**src/hdl/wdm_pkg.sv**
```systemverilog
// Shared types, constants and helpers for the task watchdog monitor.
package wdm_pkg;

   localparam int NUM_CHANNELS  = 7;
   localparam int COUNTER_WIDTH = 16;
   localparam int LIMIT_W       = 16;
   localparam int CTRL_W        = 5;
   localparam int TASK_W        = 4;
   localparam int CODE_W        = 3;
   localparam int TICK_W        = 32;
   localparam int NUM_REGS      = NUM_CHANNELS + 1;
   localparam int ADDR_W        = (NUM_REGS > 1) ? $clog2(NUM_REGS) : 1;
   localparam int CMP_W         = (COUNTER_WIDTH > LIMIT_W) ? COUNTER_WIDTH : LIMIT_W;
   localparam int REQ_DATA_W    = 8;
   localparam int RSP_DATA_W    = 40;

   localparam logic [ADDR_W-1:0] REG_CONTROL = ADDR_W'(0);
   localparam logic [LIMIT_W-1:0] LIMIT_RESET = LIMIT_W'(1000);

   localparam logic REQ_TICK = 1'b0;
   localparam logic REQ_KICK = 1'b1;

   // control register bits
   localparam int CTRL_MON_ON  = 0;
   localparam int CTRL_EN_MODBUS = 1;
   localparam int CTRL_EN_SNMP   = 2;
   localparam int CTRL_EN_GSM    = 3;
   localparam int CTRL_EN_FLASH  = 4;

   typedef logic [COUNTER_WIDTH-1:0] counter_type;

   typedef struct packed {
      logic [CTRL_W-1:0]                      control;
      logic [NUM_CHANNELS-1:0][LIMIT_W-1:0]   limits;
   } cfg_type;

   typedef struct packed {
      logic [CODE_W-1:0] fault_code;
      logic              fault_latched;
      logic [TICK_W-1:0] tick_count;
   } result_type;

   // System, ethernet and usb channels have no enable bit and always count.
   function automatic logic chan_enabled(input int ch, input logic [CTRL_W-1:0] control);
      logic en;
      case (ch)
         0:       en = control[CTRL_EN_MODBUS];
         4:       en = control[CTRL_EN_SNMP];
         5:       en = control[CTRL_EN_GSM];
         6:       en = control[CTRL_EN_FLASH];
         default: en = 1'b1;
      endcase
      return en;
   endfunction

endpackage

```
**src/hdl/wdm_csr.sv**
```systemverilog
// Configuration registers: control word and per-channel tick limits.
module wdm_csr
   import wdm_pkg::*;
(
   input  logic               clock,
   input  logic               reset,
   input  logic               csr_we,
   input  logic [ADDR_W-1:0]  csr_addr,
   input  logic [LIMIT_W-1:0] csr_wdata,
   output cfg_type            cfg
);

   logic [CTRL_W-1:0]                    control_ff;
   logic [NUM_CHANNELS-1:0][LIMIT_W-1:0] limits_ff;

   always_ff @(posedge clock) begin
      if (reset) begin
         control_ff <= '0;
         for (int i = 0; i < NUM_CHANNELS; i++) limits_ff[i] <= LIMIT_RESET;
      end else if (csr_we) begin
         if (csr_addr == REG_CONTROL) begin
            control_ff <= csr_wdata[CTRL_W-1:0];
         end
         for (int i = 0; i < NUM_CHANNELS; i++) begin
            if (csr_addr == ADDR_W'(i + 1)) limits_ff[i] <= csr_wdata;
         end
      end
   end

   assign cfg.control = control_ff;
   assign cfg.limits  = limits_ff;

endmodule

```
**src/hdl/wdm_monitor.sv**
```systemverilog
// Channel counters, tick counter and sticky fault register with their update logic.
module wdm_monitor
   import wdm_pkg::*;
(
   input  logic              clock,
   input  logic              reset,
   input  logic              fire,
   input  logic              req_type,
   input  logic [TASK_W-1:0] task_id,
   input  cfg_type           cfg,
   output result_type        result
);

   counter_type [NUM_CHANNELS-1:0] count_ff, count_in;
   logic [CODE_W-1:0]              fault_ff, fault_in;
   logic [TICK_W-1:0]              tick_ff, tick_in;
   logic                           tick_on;
   logic [CODE_W-1:0]              code;

   assign tick_on = (req_type == REQ_TICK) && cfg.control[CTRL_MON_ON];

   always_comb begin
      count_in = count_ff;
      tick_in  = tick_ff;
      fault_in = fault_ff;
      code     = '0;
      if (req_type == REQ_KICK) begin
         for (int i = 0; i < NUM_CHANNELS; i++) begin
            if ({1'b0, task_id} == (TASK_W+1)'(i)) count_in[i] = '0;
         end
      end else if (tick_on) begin
         tick_in = tick_ff + TICK_W'(1);
         for (int i = 0; i < NUM_CHANNELS; i++) begin
            if (!chan_enabled(i, cfg.control)) begin
               count_in[i] = '0;
            end else if (count_ff[i] != '1) begin
               count_in[i] = count_ff[i] + COUNTER_WIDTH'(1);
            end
         end
         // lowest channel over its limit wins
         for (int i = NUM_CHANNELS - 1; i >= 0; i--) begin
            if (CMP_W'(count_in[i]) > CMP_W'(cfg.limits[i])) code = CODE_W'(i + 1);
         end
         if (fault_ff == '0) fault_in = code;
      end
   end

   always_ff @(posedge clock) begin
      if (reset) begin
         count_ff <= '0;
         fault_ff <= '0;
         tick_ff  <= '0;
      end else if (fire) begin
         count_ff <= count_in;
         fault_ff <= fault_in;
         tick_ff  <= tick_in;
      end
   end

   assign result.fault_code    = fault_in;
   assign result.fault_latched = (fault_in != '0);
   assign result.tick_count    = tick_in;

endmodule

```
**src/hdl/multi_task_watchdog_monitor_core.sv**
```systemverilog
// Top level of the task watchdog monitor: input register, monitor and result register.
// A beat moves from the input register through the monitor to the result register.
// Throughput: one beat per cycle, unless a result held on rsp_tready stalls the pipe.
// A result waiting on rsp_tready does not block intake while the input register is free.
// Synchronous active-high reset clears counters, tick count, fault code and control,
// and sets all limits to 1000.
module multi_task_watchdog_monitor_core
   import wdm_pkg::*;
(
   input  logic                  clock,
   input  logic                  reset,
   input  logic                  req_tvalid,
   output logic                  req_tready,
   input  logic [REQ_DATA_W-1:0] req_tdata,   // [3:0] task_id, rest zero
   input  logic [0:0]            req_tuser,   // [0] req_type
   output logic                  rsp_tvalid,
   input  logic                  rsp_tready,
   output logic [RSP_DATA_W-1:0] rsp_tdata,   // [2:0] fault_code, [3] fault_latched,
                                              // [35:4] tick_count, rest zero
   input  logic                  csr_we,
   input  logic [ADDR_W-1:0]     csr_addr,
   input  logic [LIMIT_W-1:0]    csr_wdata
);

   logic              in_valid_ff;
   logic              in_type_ff;
   logic [TASK_W-1:0] in_task_ff;
   logic              rsp_valid_ff;
   result_type        rsp_data_ff;
   result_type        result;
   cfg_type           cfg;
   logic              advance;
   logic              fire;

   assign advance    = !rsp_valid_ff || rsp_tready;
   assign req_tready = !in_valid_ff || advance;
   assign fire       = in_valid_ff && advance;

   always_ff @(posedge clock) begin
      if (reset) begin
         in_valid_ff <= 1'b0;
      end else if (req_tready) begin
         in_valid_ff <= req_tvalid;
      end
   end

   always_ff @(posedge clock) begin
      if (req_tvalid && req_tready) begin
         in_type_ff <= req_tuser[0];
         in_task_ff <= req_tdata[TASK_W-1:0];
      end
   end

   always_ff @(posedge clock) begin
      if (reset) begin
         rsp_valid_ff <= 1'b0;
      end else if (advance) begin
         rsp_valid_ff <= in_valid_ff;
      end
   end

   always_ff @(posedge clock) begin
      if (fire) rsp_data_ff <= result;
   end

   wdm_csr u_csr (
      .clock     (clock),
      .reset     (reset),
      .csr_we    (csr_we),
      .csr_addr  (csr_addr),
      .csr_wdata (csr_wdata),
      .cfg       (cfg)
   );

   wdm_monitor u_monitor (
      .clock    (clock),
      .reset    (reset),
      .fire     (fire),
      .req_type (in_type_ff),
      .task_id  (in_task_ff),
      .cfg      (cfg),
      .result   (result)
   );

   assign rsp_tvalid = rsp_valid_ff;
   assign rsp_tdata  = {(RSP_DATA_W - TICK_W - 1 - CODE_W)'(0),
                        rsp_data_ff.tick_count,
                        rsp_data_ff.fault_latched,
                        rsp_data_ff.fault_code};

endmodule
```
**config.mk**
```make
export PLATFORM = sky130hd
export DESIGN_NAME = multi_task_watchdog_monitor_core
export DESIGN_NICKNAME = d
export VERILOG_FILES = /design/src/hdl/wdm_pkg.sv /design/src/hdl/wdm_csr.sv /design/src/hdl/wdm_monitor.sv /design/src/hdl/multi_task_watchdog_monitor_core.sv
export SDC_FILE = /design/constraint.sdc
export NUM_CORES = 1
export LEC_CHECK = 0
export BUFFER_PORTS_ARGS = -buffer_cell sky130_fd_sc_hd__buf_2
export CAP_MARGIN = 20
export CORE_UTILIZATION = 45
export CTS_BUF_LIST = sky130_fd_sc_hd__clkbuf_16
export DETAILED_ROUTE_END_ITERATION = 10
export REMOVE_ABC_BUFFERS = 1
export SLEW_MARGIN = 20
export SYNTH_ARGS = -nofsm -noshare
export SYNTH_HDL_FRONTEND = slang
export SYNTH_SLANG_ARGS = --single-unit
```
**constraint.sdc**
```tcl
create_clock -name clock -period 8.1 [get_ports clock]
set_clock_uncertainty 0.15 [all_clocks]
set_input_delay 1.62 -clock clock [delete_from_list [all_inputs] [get_ports clock]]
set_output_delay 1.62 -clock clock [all_outputs]
set_load 0.1 [all_outputs]
```
==> results by group, run 1 <==
STA
  • Setup TNS: 0 ps
  • Fin crit share: 0.628
  • Final setup violation count: 0
  • Slew HR: 0.302
  • Fin. Hold Viols: 0
  • RSZ-0062 raised after global routing: no
  • Final hold slack: 307 ps
  • Max Fclk: approximately 0.20 GHz
  • Worst Tran Pin Value: roughly 1000 ps
  • Min cycle time layout: 5090 ps
  • Slew Viols, Final: 0

Die
  • Die X: around 200 um
  • Die H: ~200 um
  • FP Rows: 70
  • Starting density of the core: 0.460
  • Die ar.: roughly 38000 um^2
  • Ports: 75
  • Core Area: approximately 37000 um^2

Yosys
  • Yosys reg bits: approximately 310
  • Mean Syn Cell Area: between 8 and 9 um^2
  • Post-synth EDFFs: approximately 40
  • Main flop type after synthesis: dfxtp_1
  • Synth unique cells: 70
  • Seq/Total Area, Yosys: 0.387
  • Mapped cell area: approximately 17000 um^2
  • Syn Inst Count: between 2000 and 2500
  • Ys Warns: 0
  • Async set-or-reset flop fraction in the synthesized netlist: 0

Global routing
  • Initial antenna violation count: 3
  • Total congestion overflow: 0
  • Largest net degree at the start of global routing: 72
  • Tot GR Track Use: 0.221
  • Number of global-route vias before repair: 13500
  • First-pass GRT wire length: a little under 70000 um

Power
  • Leakage power: about 7.5 nW
  • Clock network fraction of total power: 0.486
  • Maximum vdd ir drop: between 0.1 and 0.15 mV
  • P_sw: 855 uW
  • Flop pwr share: 0.452
  • Sw Ratio: 0.245
  • Combinational power share: 0.062
  • Pwr dens: between 150 and 200 nW/um^2
  • P_int: 2.64 mW

Clocking
  • Reg clk slew, reported paths: 60 ps
  • Total CTS buffers: 37
  • Max Root-Sink Buffers: 3
  • Root Buffer: clkbuf_16
  • Sink Count: around 310
  • # hold bufs at CTS: 0
  • Setup bufs post-CTS: 0
  • Clock latency on the worst-skew pair: roughly 530 ps
  • H-Tree Depth: 2
  • CTS tree: built
  • CTS resizes: 0

Route
  • Drt first pass iters: 8
  • Drc violations: 0
  • Antenna viol nets, final: 0
  • Iteration-0 DRC Markers: ~1000
  • Via count: roughly 14000
  • WL final: between 40000 and 50000 um
  • Via density: between 5 and 6
  • Wire per inst: ~16 um

Flow run
  • Max-Cap Viols: 0

Worst setup path
  • Crit path launch type: flip-flop
  • Critical path peak fanout: 11
  • Endpoint class of the critical path: flip-flop
  • Critical path type: flip-flop to flip-flop
  • Crit path DAT: 5210 ps
  • CP Data Required Time: slightly above 8000 ps

Layout
  • Most common cell after layout, fill and taps aside: nand2_1
  • Most frequent cells in the layout: nand2_1, dfxtp_1, nor2_1, a21oi_1, inv_1
  • Final core area utilization: 0.513
  • Layout area overhead: 11.4%
  • Layout cell share with drive strength beyond 1: 0.0721
  • Nets: 2260

Placement
  • RD Place Congestion: about 0.86
  • IO buf count: 66
  • HPWL after DPL: 29500 um

Outcome
  • Status: complete, no violations

Min path
  • Hold Path Class: flip-flop to flip-flop
-- registers in the layout, summed over array words and instances, names as in the netlist --
| name | cells |
|---|---|
| in_type_ff | 1 |
| in_valid_ff | 1 |
| u_csr.cfg | 112 |
| in_task_ff | 4 |
| rsp_tvalid | 1 |
| u_monitor.tick_ff | 32 |
| u_csr.control_ff | 5 |
| u_monitor.count_ff | 112 |
| u_monitor.fault_ff | 3 |
| rsp_tdata | 36 |
-- worst max-delay path, cell delays in order, from the launching register on --
cell      delay (ps)
dfxtp_1          490
and4_1           280
nand4_1          200
nor4_2           360
nand4_1          480
and3_1           430
nand2_1          130
xnor2_1          180
ha_1             300
and2_1           170
a221o_1          300
a221oi_1         270
o21ai_1          120
o22a_4           200
nand2b_1         160
o21ai_1          160
or4b_1           440
-- synthesized netlist by cell type, drive strengths merged, types with 3 or more instances --
library cell	number	share of area
o211ai	5	0.0022
and3	35	0.013
a21boi	5	0.0022
o21ai	93	0.027
a21o	18	0.0080
o31ai	25	0.011
a21oi	155	0.046
nor3	21	0.0062
nor4	7	0.0038
a211o	30	0.016
nand2	303	0.067
a31oi	11	0.0041
nor2	237	0.053
mux2i	8	0.0047
nand3	76	0.022
a22o	20	0.010
or3	16	0.0059
a311oi	7	0.0036
nand3b	15	0.0067
o211a	3	0.0018
a221oi	3	0.0019
xnor2	77	0.040
nand4	49	0.018
nand2b	15	0.0055
dfxtp	266	0.31
or2	5	0.0018
nor2b	34	0.013
inv	124	0.027
clkbuf	84	0.019
edfxtp	41	0.073
a211oi	9	0.0043
mux2	4	0.0027
o21a	5	0.0022
and2	19	0.0070
xor2	52	0.027
nor3b	3	0.0013
buf	12	0.0041
a32oi	4	0.0021
a22oi	33	0.015
and4	10	0.0052
ha	120	0.089
-- metrics by stage --
step	instance area, um^2	instances	setup WS [ps]	power, mW
CTS	18800	2602	3030	3.54
finish	18900	2605	3010	3.50
global placement	17600	2535	3000	1.83
detailed placement	17600	2535	2900	1.83
global route	18900	2603	2660	3.62
floorplan	16600	1988	2790	1.75
-- cell type report --
| type | instances | area (um^2) |
|---|---|---|
| repair buffers | 80 | 442 |
| inverters | 124 | 465 |
| multi-input cells | 1557 | 9560 |
| diodes | 2 | 5.00 |
| clock inverters | 30 | 323 |
| fillers | 3493 | 17900 |
| clock buffers | 37 | 926 |
| well taps | 468 | 586 |
| flip-flops and latches | 307 | 6560 |
-- logic make-up after synthesis --
kind of cell / Yosys count / share of synthesized area
AND/OR/NAND/NOR: 853 / 0.234
other: 1 / 0.000221
XOR/XNOR: 129 / 0.0667
multiplexers: 12 / 0.00739
adder cells (fa/ha/maj): 120 / 0.0887
AO/OA/AOI/OAI: 439 / 0.165
buffers and inverters: 220 / 0.0506
flip-flops: 307 / 0.387
-- final timing paths --
path                                             from                          to  slack (ps)  depth (start not counted)
setup / recovery  u_monitor.count_ff[18]$_SDFFE_PP0P_      rsp_tdata[3]$_DFFE_PP_        3010                         16
hold / removal             u_csr.cfg[12]$_SDFFE_PP0P_  u_csr.cfg[12]$_SDFFE_PP0P_         310                          2
setup reg to reg  u_monitor.count_ff[18]$_SDFFE_PP0P_      rsp_tdata[3]$_DFFE_PP_        3010                         16
hold reg to reg            u_csr.cfg[12]$_SDFFE_PP0P_  u_csr.cfg[12]$_SDFFE_PP0P_         310                          2
-- power groups by stage --
stage | registers (mW) | clock network [mW] | logic (mW)
3_5_place_dp | 1.61 | 0 | 0.218
5_1_grt | 1.58 | 1.81 | 0.234
6_report | 1.58 | 1.70 | 0.217
3_3_place_gp | 1.61 | 0 | 0.215
2_1_floorplan | 1.67 | 0 | 0.0766
4_1_cts | 1.58 | 1.74 | 0.218
-- metal layers --
layer,up-vias,track usage,part of all wire
met5,-,0,0.00024
met4,2,0.0584,0.021
met3,61,0.0346,0.041
met2,260,0.360,0.46
met1,6648,0.303,0.48
li1,7280,-,-
(Power assumes the default switching activity.)
==> inputs of run 2 (changes only) <==
clock period = 4.3 ns   (was 8.1 ns; I/O delays follow)
==> run 2 against run 1 <==
Die area unchanged. Hold slack worse by 3.7 ps. Register-to-register slack got worse by 3000 ps. Wire length grew 5.3%. Sequential power up 88%. Non-clock buffer count rose by 122. Setup slack worse by 3000 ps. Clock power up 92%. Total power is 90% higher. Sequential share of layout area fell by 2.1 points. Combinational power increased by 93%. Via count grew 4.2%. Largest power group unchanged.
==> results by group, run 2 (synthesis gave the netlist of run 1 again) <==
Clocking
  • Sink Count: 307 (unchanged)
  • H-Tree Depth: 2 (unchanged)
  • CTS tree: built
  • # hold bufs at CTS: 0 (unchanged)
  • Max Root-Sink Buffers: 3 (unchanged)
  • Clock latency on the worst-skew pair: 550 ps (+20 ps)
  • Total CTS buffers: 38 (+2.7%)
  • Root Buffer: clkbuf_16
  • Reg clk slew, reported paths: 60 ps (about the same)

Flow run
  • Max-Cap Viols: 0 (unchanged)

STA
  • Fin. Hold Viols: 0 (unchanged)
  • Slew HR: 0.300 (-0.00206)
  • Max Fclk: 0.235 GHz (+20%)
  • Fin crit share: 0.990 (+0.362)
  • Slew Viols, Final: 0 (unchanged)
  • Setup TNS: 0 ps (unchanged)
  • Final setup violation count: 0 (unchanged)
  • Min cycle time layout: 4260 ps (-832 ps)
  • Worst Tran Pin Value: 1050 ps (+6.28 ps)
  • RSZ-0062 raised after global routing: yes

Power
  • Clock network fraction of total power: 0.490 (+0.004)
  • Pwr dens: 331 nW/um^2 (+78%)
  • Combinational power share: 0.063 (about the same)
  • Sw Ratio: 0.247 (+0.00245)
  • Flop pwr share: 0.447 (-0.005)
  • Final total power: 6.65 mW (+90%)
  • P_int: 5.01 mW (+90%)
  • Leakage power: 8.25 nW (+9.9%)
  • Maximum vdd ir drop: 0.203 mV (+50%)
  • P_sw: 1.64 mW (+92%)

Worst setup path
  • Crit path launch type: flip-flop
  • Critical path type: flip-flop to flip-flop
  • Endpoint class of the critical path: flip-flop
  • Critical path peak fanout: 4 (-7)
  • CP Data Required Time: 4440 ps (-3770 ps)
  • Crit path DAT: 4400 ps (-810 ps)

Die
  • Die ar.: 38400 um^2 (unchanged)
  • Starting density of the core: 0.460 (unchanged)
  • Die H: 196 um (unchanged)
  • FP Rows: 70 (unchanged)
  • Core Area: 36800 um^2 (unchanged)
  • Ports: 75 (unchanged)
  • Die X: 196 um (unchanged)

Route
  • Via density: 5.44 (-0.58%)
  • Drt first pass iters: 5 (-3)
  • WL final: 44200 um (+5.3%)
  • Iteration-0 DRC Markers: 946 (-6.9%)
  • Antenna viol nets, final: 0 (unchanged)
  • Wire per inst: 16.2 um (+0.56%)
  • Drc violations: 0 (unchanged)
  • Via count: 14800 (+4.2%)

Global routing
  • Tot GR Track Use: 0.229 (+0.00818)
  • Initial antenna violation count: 5 (+2)
  • Largest net degree at the start of global routing: 65 (-9.7%)
  • Total congestion overflow: 0 (unchanged)
  • First-pass GRT wire length: 70700 um (+2.4%)
  • Number of global-route vias before repair: 13900 (+3.4%)

Layout
  • Footprint of the multi-input gates: 9860 um^2 (+3.2%)
  • Layout area overhead: 18.8%
  • Sequential Area: 6570 um^2 (+0.23%)
  • Final core area utilization: 0.547 (+0.0340)
  • Layout cell share with drive strength beyond 1: 0.151 (+0.0788)
  • # fillers: 3428 (-1.9%)
  • Most common cell after layout, fill and taps aside: nand2_1
  • Most frequent cells in the layout: nand2_1, dfxtp_1, nor2_1, a21oi_1
  • Nets: 2383 (+5.4%)
  • Cell area after layout: 20100 um^2 (+6.6%)

Placement
  • Placement Cell Area: 18400 um^2 (+4.4%)
  • HPWL after DPL: 30500 um (+3.6%)
  • IO buf count: 66 (unchanged)
  • RD Place Congestion: 0.831 (-3.8%)

Outcome
  • Status: complete, no violations

Min path
  • Hold Path Class: flip-flop to flip-flop
run 2: cell count changes in the layout (fill, tap and decap cells not counted), sizes merged:
| cell | delta |
|---|---|
| buf | +122 |
| clkbuf | +1 |
| clkinv | -1 |
| clkinvlp | -2 |
| inv | +4 |
run 2: layout make-up:
class	count	share of cell area
multi-input combinational	1557	0.490
inverter	124	0.0231
clock inverter	31	0.0152
sequential	307	0.327
clock buffer	38	0.0473
antenna	2	0.000249
timing repair buffer	202	0.0681
tap	468	0.0291
run 2: final timing paths:
path | start | to | slack, ps | cells after the start
min reg2reg | u_csr.cfg[1]$_SDFFE_PP0P_ | u_csr.cfg[1]$_SDFFE_PP0P_ | 300 | 2
max | u_monitor.count_ff[18]$_SDFFE_PP0P_ | rsp_tdata[3]$_DFFE_PP_ | 40 | 16
max reg2reg | u_monitor.count_ff[18]$_SDFFE_PP0P_ | rsp_tdata[3]$_DFFE_PP_ | 40 | 16
min | u_csr.cfg[1]$_SDFFE_PP0P_ | u_csr.cfg[1]$_SDFFE_PP0P_ | 300 | 2
run 2: metrics by stage:
| step | cells | setup WS (ps) | hold WS [ps] |
|---|---|---|---|
| 2_1_floorplan | 1988 | -270 | 280 |
| 3_3_place_gp | 2639 | -127 | 292 |
| 3_5_place_dp | 2639 | -174 | 297 |
| 4_1_cts | 2712 | 20.8 | 303 |
| 5_1_grt | 2728 | -92.8 | 320 |
| 6_report | 2729 | 41.8 | 303 |
run 2: worst max-delay path, stage by stage, from the launching register on:
cell and delay, ps:
dfxtp_2 330, and4_4 230, nand4_1 160, nor4_4 360, nand4_1 290, buf_4 240, nand3_1 90, xnor2_1 200
ha_1 300, and2_1 150, a221o_1 300, a221oi_2 220, o21ai_1 100, o22a_4 200, nand2b_4 140, o21ai_1 120
or4b_1 430
run 2: layer usage:
| layer | routed length (um) | vias to the layer above | track usage |
|---|---|---|---|
| li1 | - | 7521 | - |
| met1 | 20900 | 6977 | 0.305 |
| met2 | 20400 | 277 | 0.379 |
| met3 | 1890 | 66 | 0.0359 |
| met4 | 925 | 2 | 0.0700 |
| met5 | 15 | - | 0 |
run 2: power by group through the flow:
stage               clock network (mW)  registers (mW)  logic (mW)
floorplan                            0            3.15       0.144
CTS                               3.33            2.97       0.416
global route                      3.45            2.98       0.449
global placement                     0            3.03       0.409
finish                            3.26            2.97       0.418
detailed placement                   0            3.04       0.415
run 2: repair_timing:
item,4_1_cts,5_1_grt
setup buffers,4,15
gates resized for setup,8,69
endpoints found under the setup margin,1,4
pin swaps,7,47
==> inputs of run 3 (changes only) <==
CORE_ASPECT_RATIO = 2   (was unset)
REMOVE_ABC_BUFFERS = unset   (was 1)
==> run 3 against run 2 <==
The flow now finishes with violations (design-rule violations). Design area fell by 0.82%. Maximum frequency rose by 2.2%. Sequential power barely moved. Via count rose by 1.9%. Setup slack improved by 91 ps. Combinational power rose by 2%. Critical path depth rose by 3. First-iteration DRC count fell by 21%. Clock power fell by 22%. Hold slack improved by 1.8 ps. Global-route usage rose by 1.0 points. Sequential share of layout area rose by 0.27 points. Critical endpoint unchanged. Largest cell class unchanged. Largest power group is now registers.
==> results by group, run 3 (synthesis gave the netlist of run 1 again) <==
Min path
  • Min-Delay Path Depth: 2 (unchanged)
  • Hold endpoint: u_csr.cfg[100]$_SDFFE_PP0P_
  • Hold Path Class: flip-flop to flip-flop
  • HP Start: u_csr.cfg[100]$_SDFFE_PP0P_

Clocking
  • H-Tree Depth: 1 (-1)
  • Reg clk slew, reported paths: 70 ps (about the same)
  • CTS tree: built
  • Total CTS buffers: 29 (-24%)
  • Root Buffer: clkbuf_16
  • Sink Count: 307 (unchanged)
  • Clock latency on the worst-skew pair: 580 ps (+30 ps)
  • Max Root-Sink Buffers: 3 (unchanged)

STA
  • Max Fclk: 0.240 GHz (+2.2%)
  • Worst Tran Pin Value: 1030 ps (-13.9 ps)
  • Min cycle time layout: 4170 ps (-90.7 ps)
  • Final setup violation count: 0 (unchanged)
  • Fin. Hold Viols: 0 (unchanged)
  • Slew HR: 0.309 (+0.00840)
  • Fin crit share: 0.969 (-0.0211)
  • RSZ-0062 raised after global routing: yes
  • Final hold slack: 305 ps (+1.77 ps)
  • Slew Viols, Final: 0 (unchanged)

Route
  • Via density: 5.56 (+2.2%)
  • Max Used Layer: met5
  • Via count: 15100 (+1.9%)
  • Antenna viol nets, final: 0 (unchanged)
  • Wire per inst: 17.0 um (+5.1%)
  • WL final: 46400 um (+4.9%)
  • Iteration-0 DRC Markers: 752 (-21%)
  • Metal1 wirelength: 17100 um (-18%)
  • Met2 wire len: 24500 um (+20%)
  • Drt first pass iters: 8 (+3)
  • Drc violations: 13 (+13)
  • Wire length on met3: 1790 um (-5.6%)

Layout
  • Cell area after layout: 19900 um^2 (-0.82%)
  • Most frequent cells in the layout: nand2_1, dfxtp_1, nor2_1, buf_4, a21oi_1
  • Sequential Area: 6570 um^2 (unchanged)
  • Antenna fix cells: 0 (-2)
  • Layout area overhead: 17.8%
  • Nets: 2394 (+0.46%)
  • Most common cell after layout, fill and taps aside: nand2_1
  • # fillers: 3501 (+2.1%)
  • Layout cell share with drive strength beyond 1: 0.158 (+0.00718)
  • Footprint of the multi-input gates: 9900 um^2 (+0.44%)

Power
  • Leakage power: 8.14 nW (-1.3%)
  • Maximum vdd ir drop: 0.343 mV (+69%)
  • Pwr dens: 298 nW/um^2 (-9.9%)

Global routing
  • First-pass GRT wire length: 73500 um (+4.0%)
  • Tot GR Track Use: 0.239 (+0.0101)
  • Initial antenna violation count: 3 (-2)
  • Total congestion overflow: 0 (unchanged)
  • Largest net degree at the start of global routing: 88 (+35%)
  • Number of global-route vias before repair: 14900 (+7.3%)

Worst setup path
  • Critical path peak fanout: 5 (+1)
  • R2R Path Start: u_monitor.count_ff[39]$_SDFFE_PP0P_
  • R2R Path End: rsp_tdata[3]$_DFFE_PP_
  • CP peak stage delay: 480 ps (+50 ps)
  • Endpoint class of the critical path: flip-flop
  • R2r setup slk: 130 ps (+90 ps)
  • Reg2Reg Depth: 19 (+3)
  • Critical path type: flip-flop to flip-flop
  • Critical path, cell by cell: nand4_1 -> nor3_1 -> buf_4 -> nand3_1 -> nor2_2 -> nor2_2 -> nand2_1 -> xnor2_1 -> ha_1 -> a21oi_1 -> nor2_1 -> a211oi_1 -> buf_4 -> o21ai_0 -> or3_1 -> o31ai_2 -> a311o_1 -> nand2_1 -> or4b_4
  • Slowest cell on crit path: or4b_4
  • Crit path DAT: 4340 ps (-60 ps)
  • CP Data Required Time: 4470 ps (+30 ps)
  • Crit path launch type: flip-flop

Placement
  • RD Place Congestion: 0.862 (+3.8%)
  • Placement Cell Area: 18600 um^2 (+1.1%)
  • HPWL after DPL: 33600 um (+10%)
  • IO buf count: 66 (unchanged)

Die
  • Ports: 75 (unchanged)
  • Core Area: 37200 um^2 (+1.0%)
  • Die H: 276 um (+41%)
  • Starting density of the core: 0.456 (-0.00465)
  • Die ar.: 38500 um^2 (+0.12%)
  • FP Rows: 100 (+43%)
  • Die X: 139 um (-29%)

Flow run
  • Max-Cap Viols: 0 (unchanged)

Outcome
  • Failing checks: design-rule violations
  • Status: finished, violations left
-- run 3: worst max-delay path: cells and delay by family (launching register included) --
kind	cells	cell delay, ps
simple gates	10	1790
compound gates	5	830
flops	1	380
buf+inv	2	320
fa+ha+maj	1	290
xor+xnor	1	150
-- run 3: final cells by class --
class,instances,share of cell area
Multi-Input combinational cell,1557,0.496
Clock buffer,29,0.0364
Clock inverter,25,0.00941
Tap cell,459,0.0288
Timing Repair Buffer,222,0.0762
Sequential cell,307,0.329
Inverter,124,0.0233
-- run 3: repair_timing --
action / 4_1_cts / 5_1_grt
pin swaps: 15 / 48
hold buffers: 0 / 0
buffers inserted: 1 / 11
endpoints found under the setup margin: 1 / 5
resized for setup: 17 / 70
-- run 3: worst max-delay path by stage --
| stage | start | to | cells past startpoint |
|---|---|---|---|
| global placement | u_monitor.count_ff[55]$_SDFFE_PP0P_ | rsp_tdata[3]$_DFFE_PP_ | 16 |
| global route | u_monitor.count_ff[39]$_SDFFE_PP0P_ | rsp_tdata[3]$_DFFE_PP_ | 19 |
| floorplan | u_monitor.count_ff[52]$_SDFFE_PP0P_ | rsp_tdata[3]$_DFFE_PP_ | 18 |
| CTS | u_monitor.count_ff[18]$_SDFFE_PP0P_ | rsp_tdata[3]$_DFFE_PP_ | 17 |
| detailed placement | u_monitor.count_ff[55]$_SDFFE_PP0P_ | rsp_tdata[3]$_DFFE_PP_ | 16 |
| finish | u_monitor.count_ff[39]$_SDFFE_PP0P_ | rsp_tdata[3]$_DFFE_PP_ | 19 |
-- run 3: per-layer routing --
layer / vias to the layer above / global-route usage
met3: 157 / 0.0320
li1: 7522 / -
met4: 6 / 0.152
met2: 335 / 0.459
met1: 7112 / 0.237
met5: - / 0
-- run 3: stage by stage --
step                      setup slack (ps)  setup TNS (ps)  total power [mW]  utilization  std cells
after floorplan                       7.85               0              3.34            -       2084
after global placement               -71.0           -71.0              3.45        0.500       2657
after detailed placement              -117            -117              3.46        0.500       2657
after CTS                             5.59               0              6.01        0.527       2712
after global routing                 -88.9           -88.9              6.15        0.537       2723
final                                  133               0              5.94        0.537       2723
-- run 3: power breakdown --
group / internal (mW) / switching, mW
clock: 1.40 / 1.15
combinational: 0.0871 / 0.339
sequential: 2.95 / 0.0200
total: 4.44 / 1.51
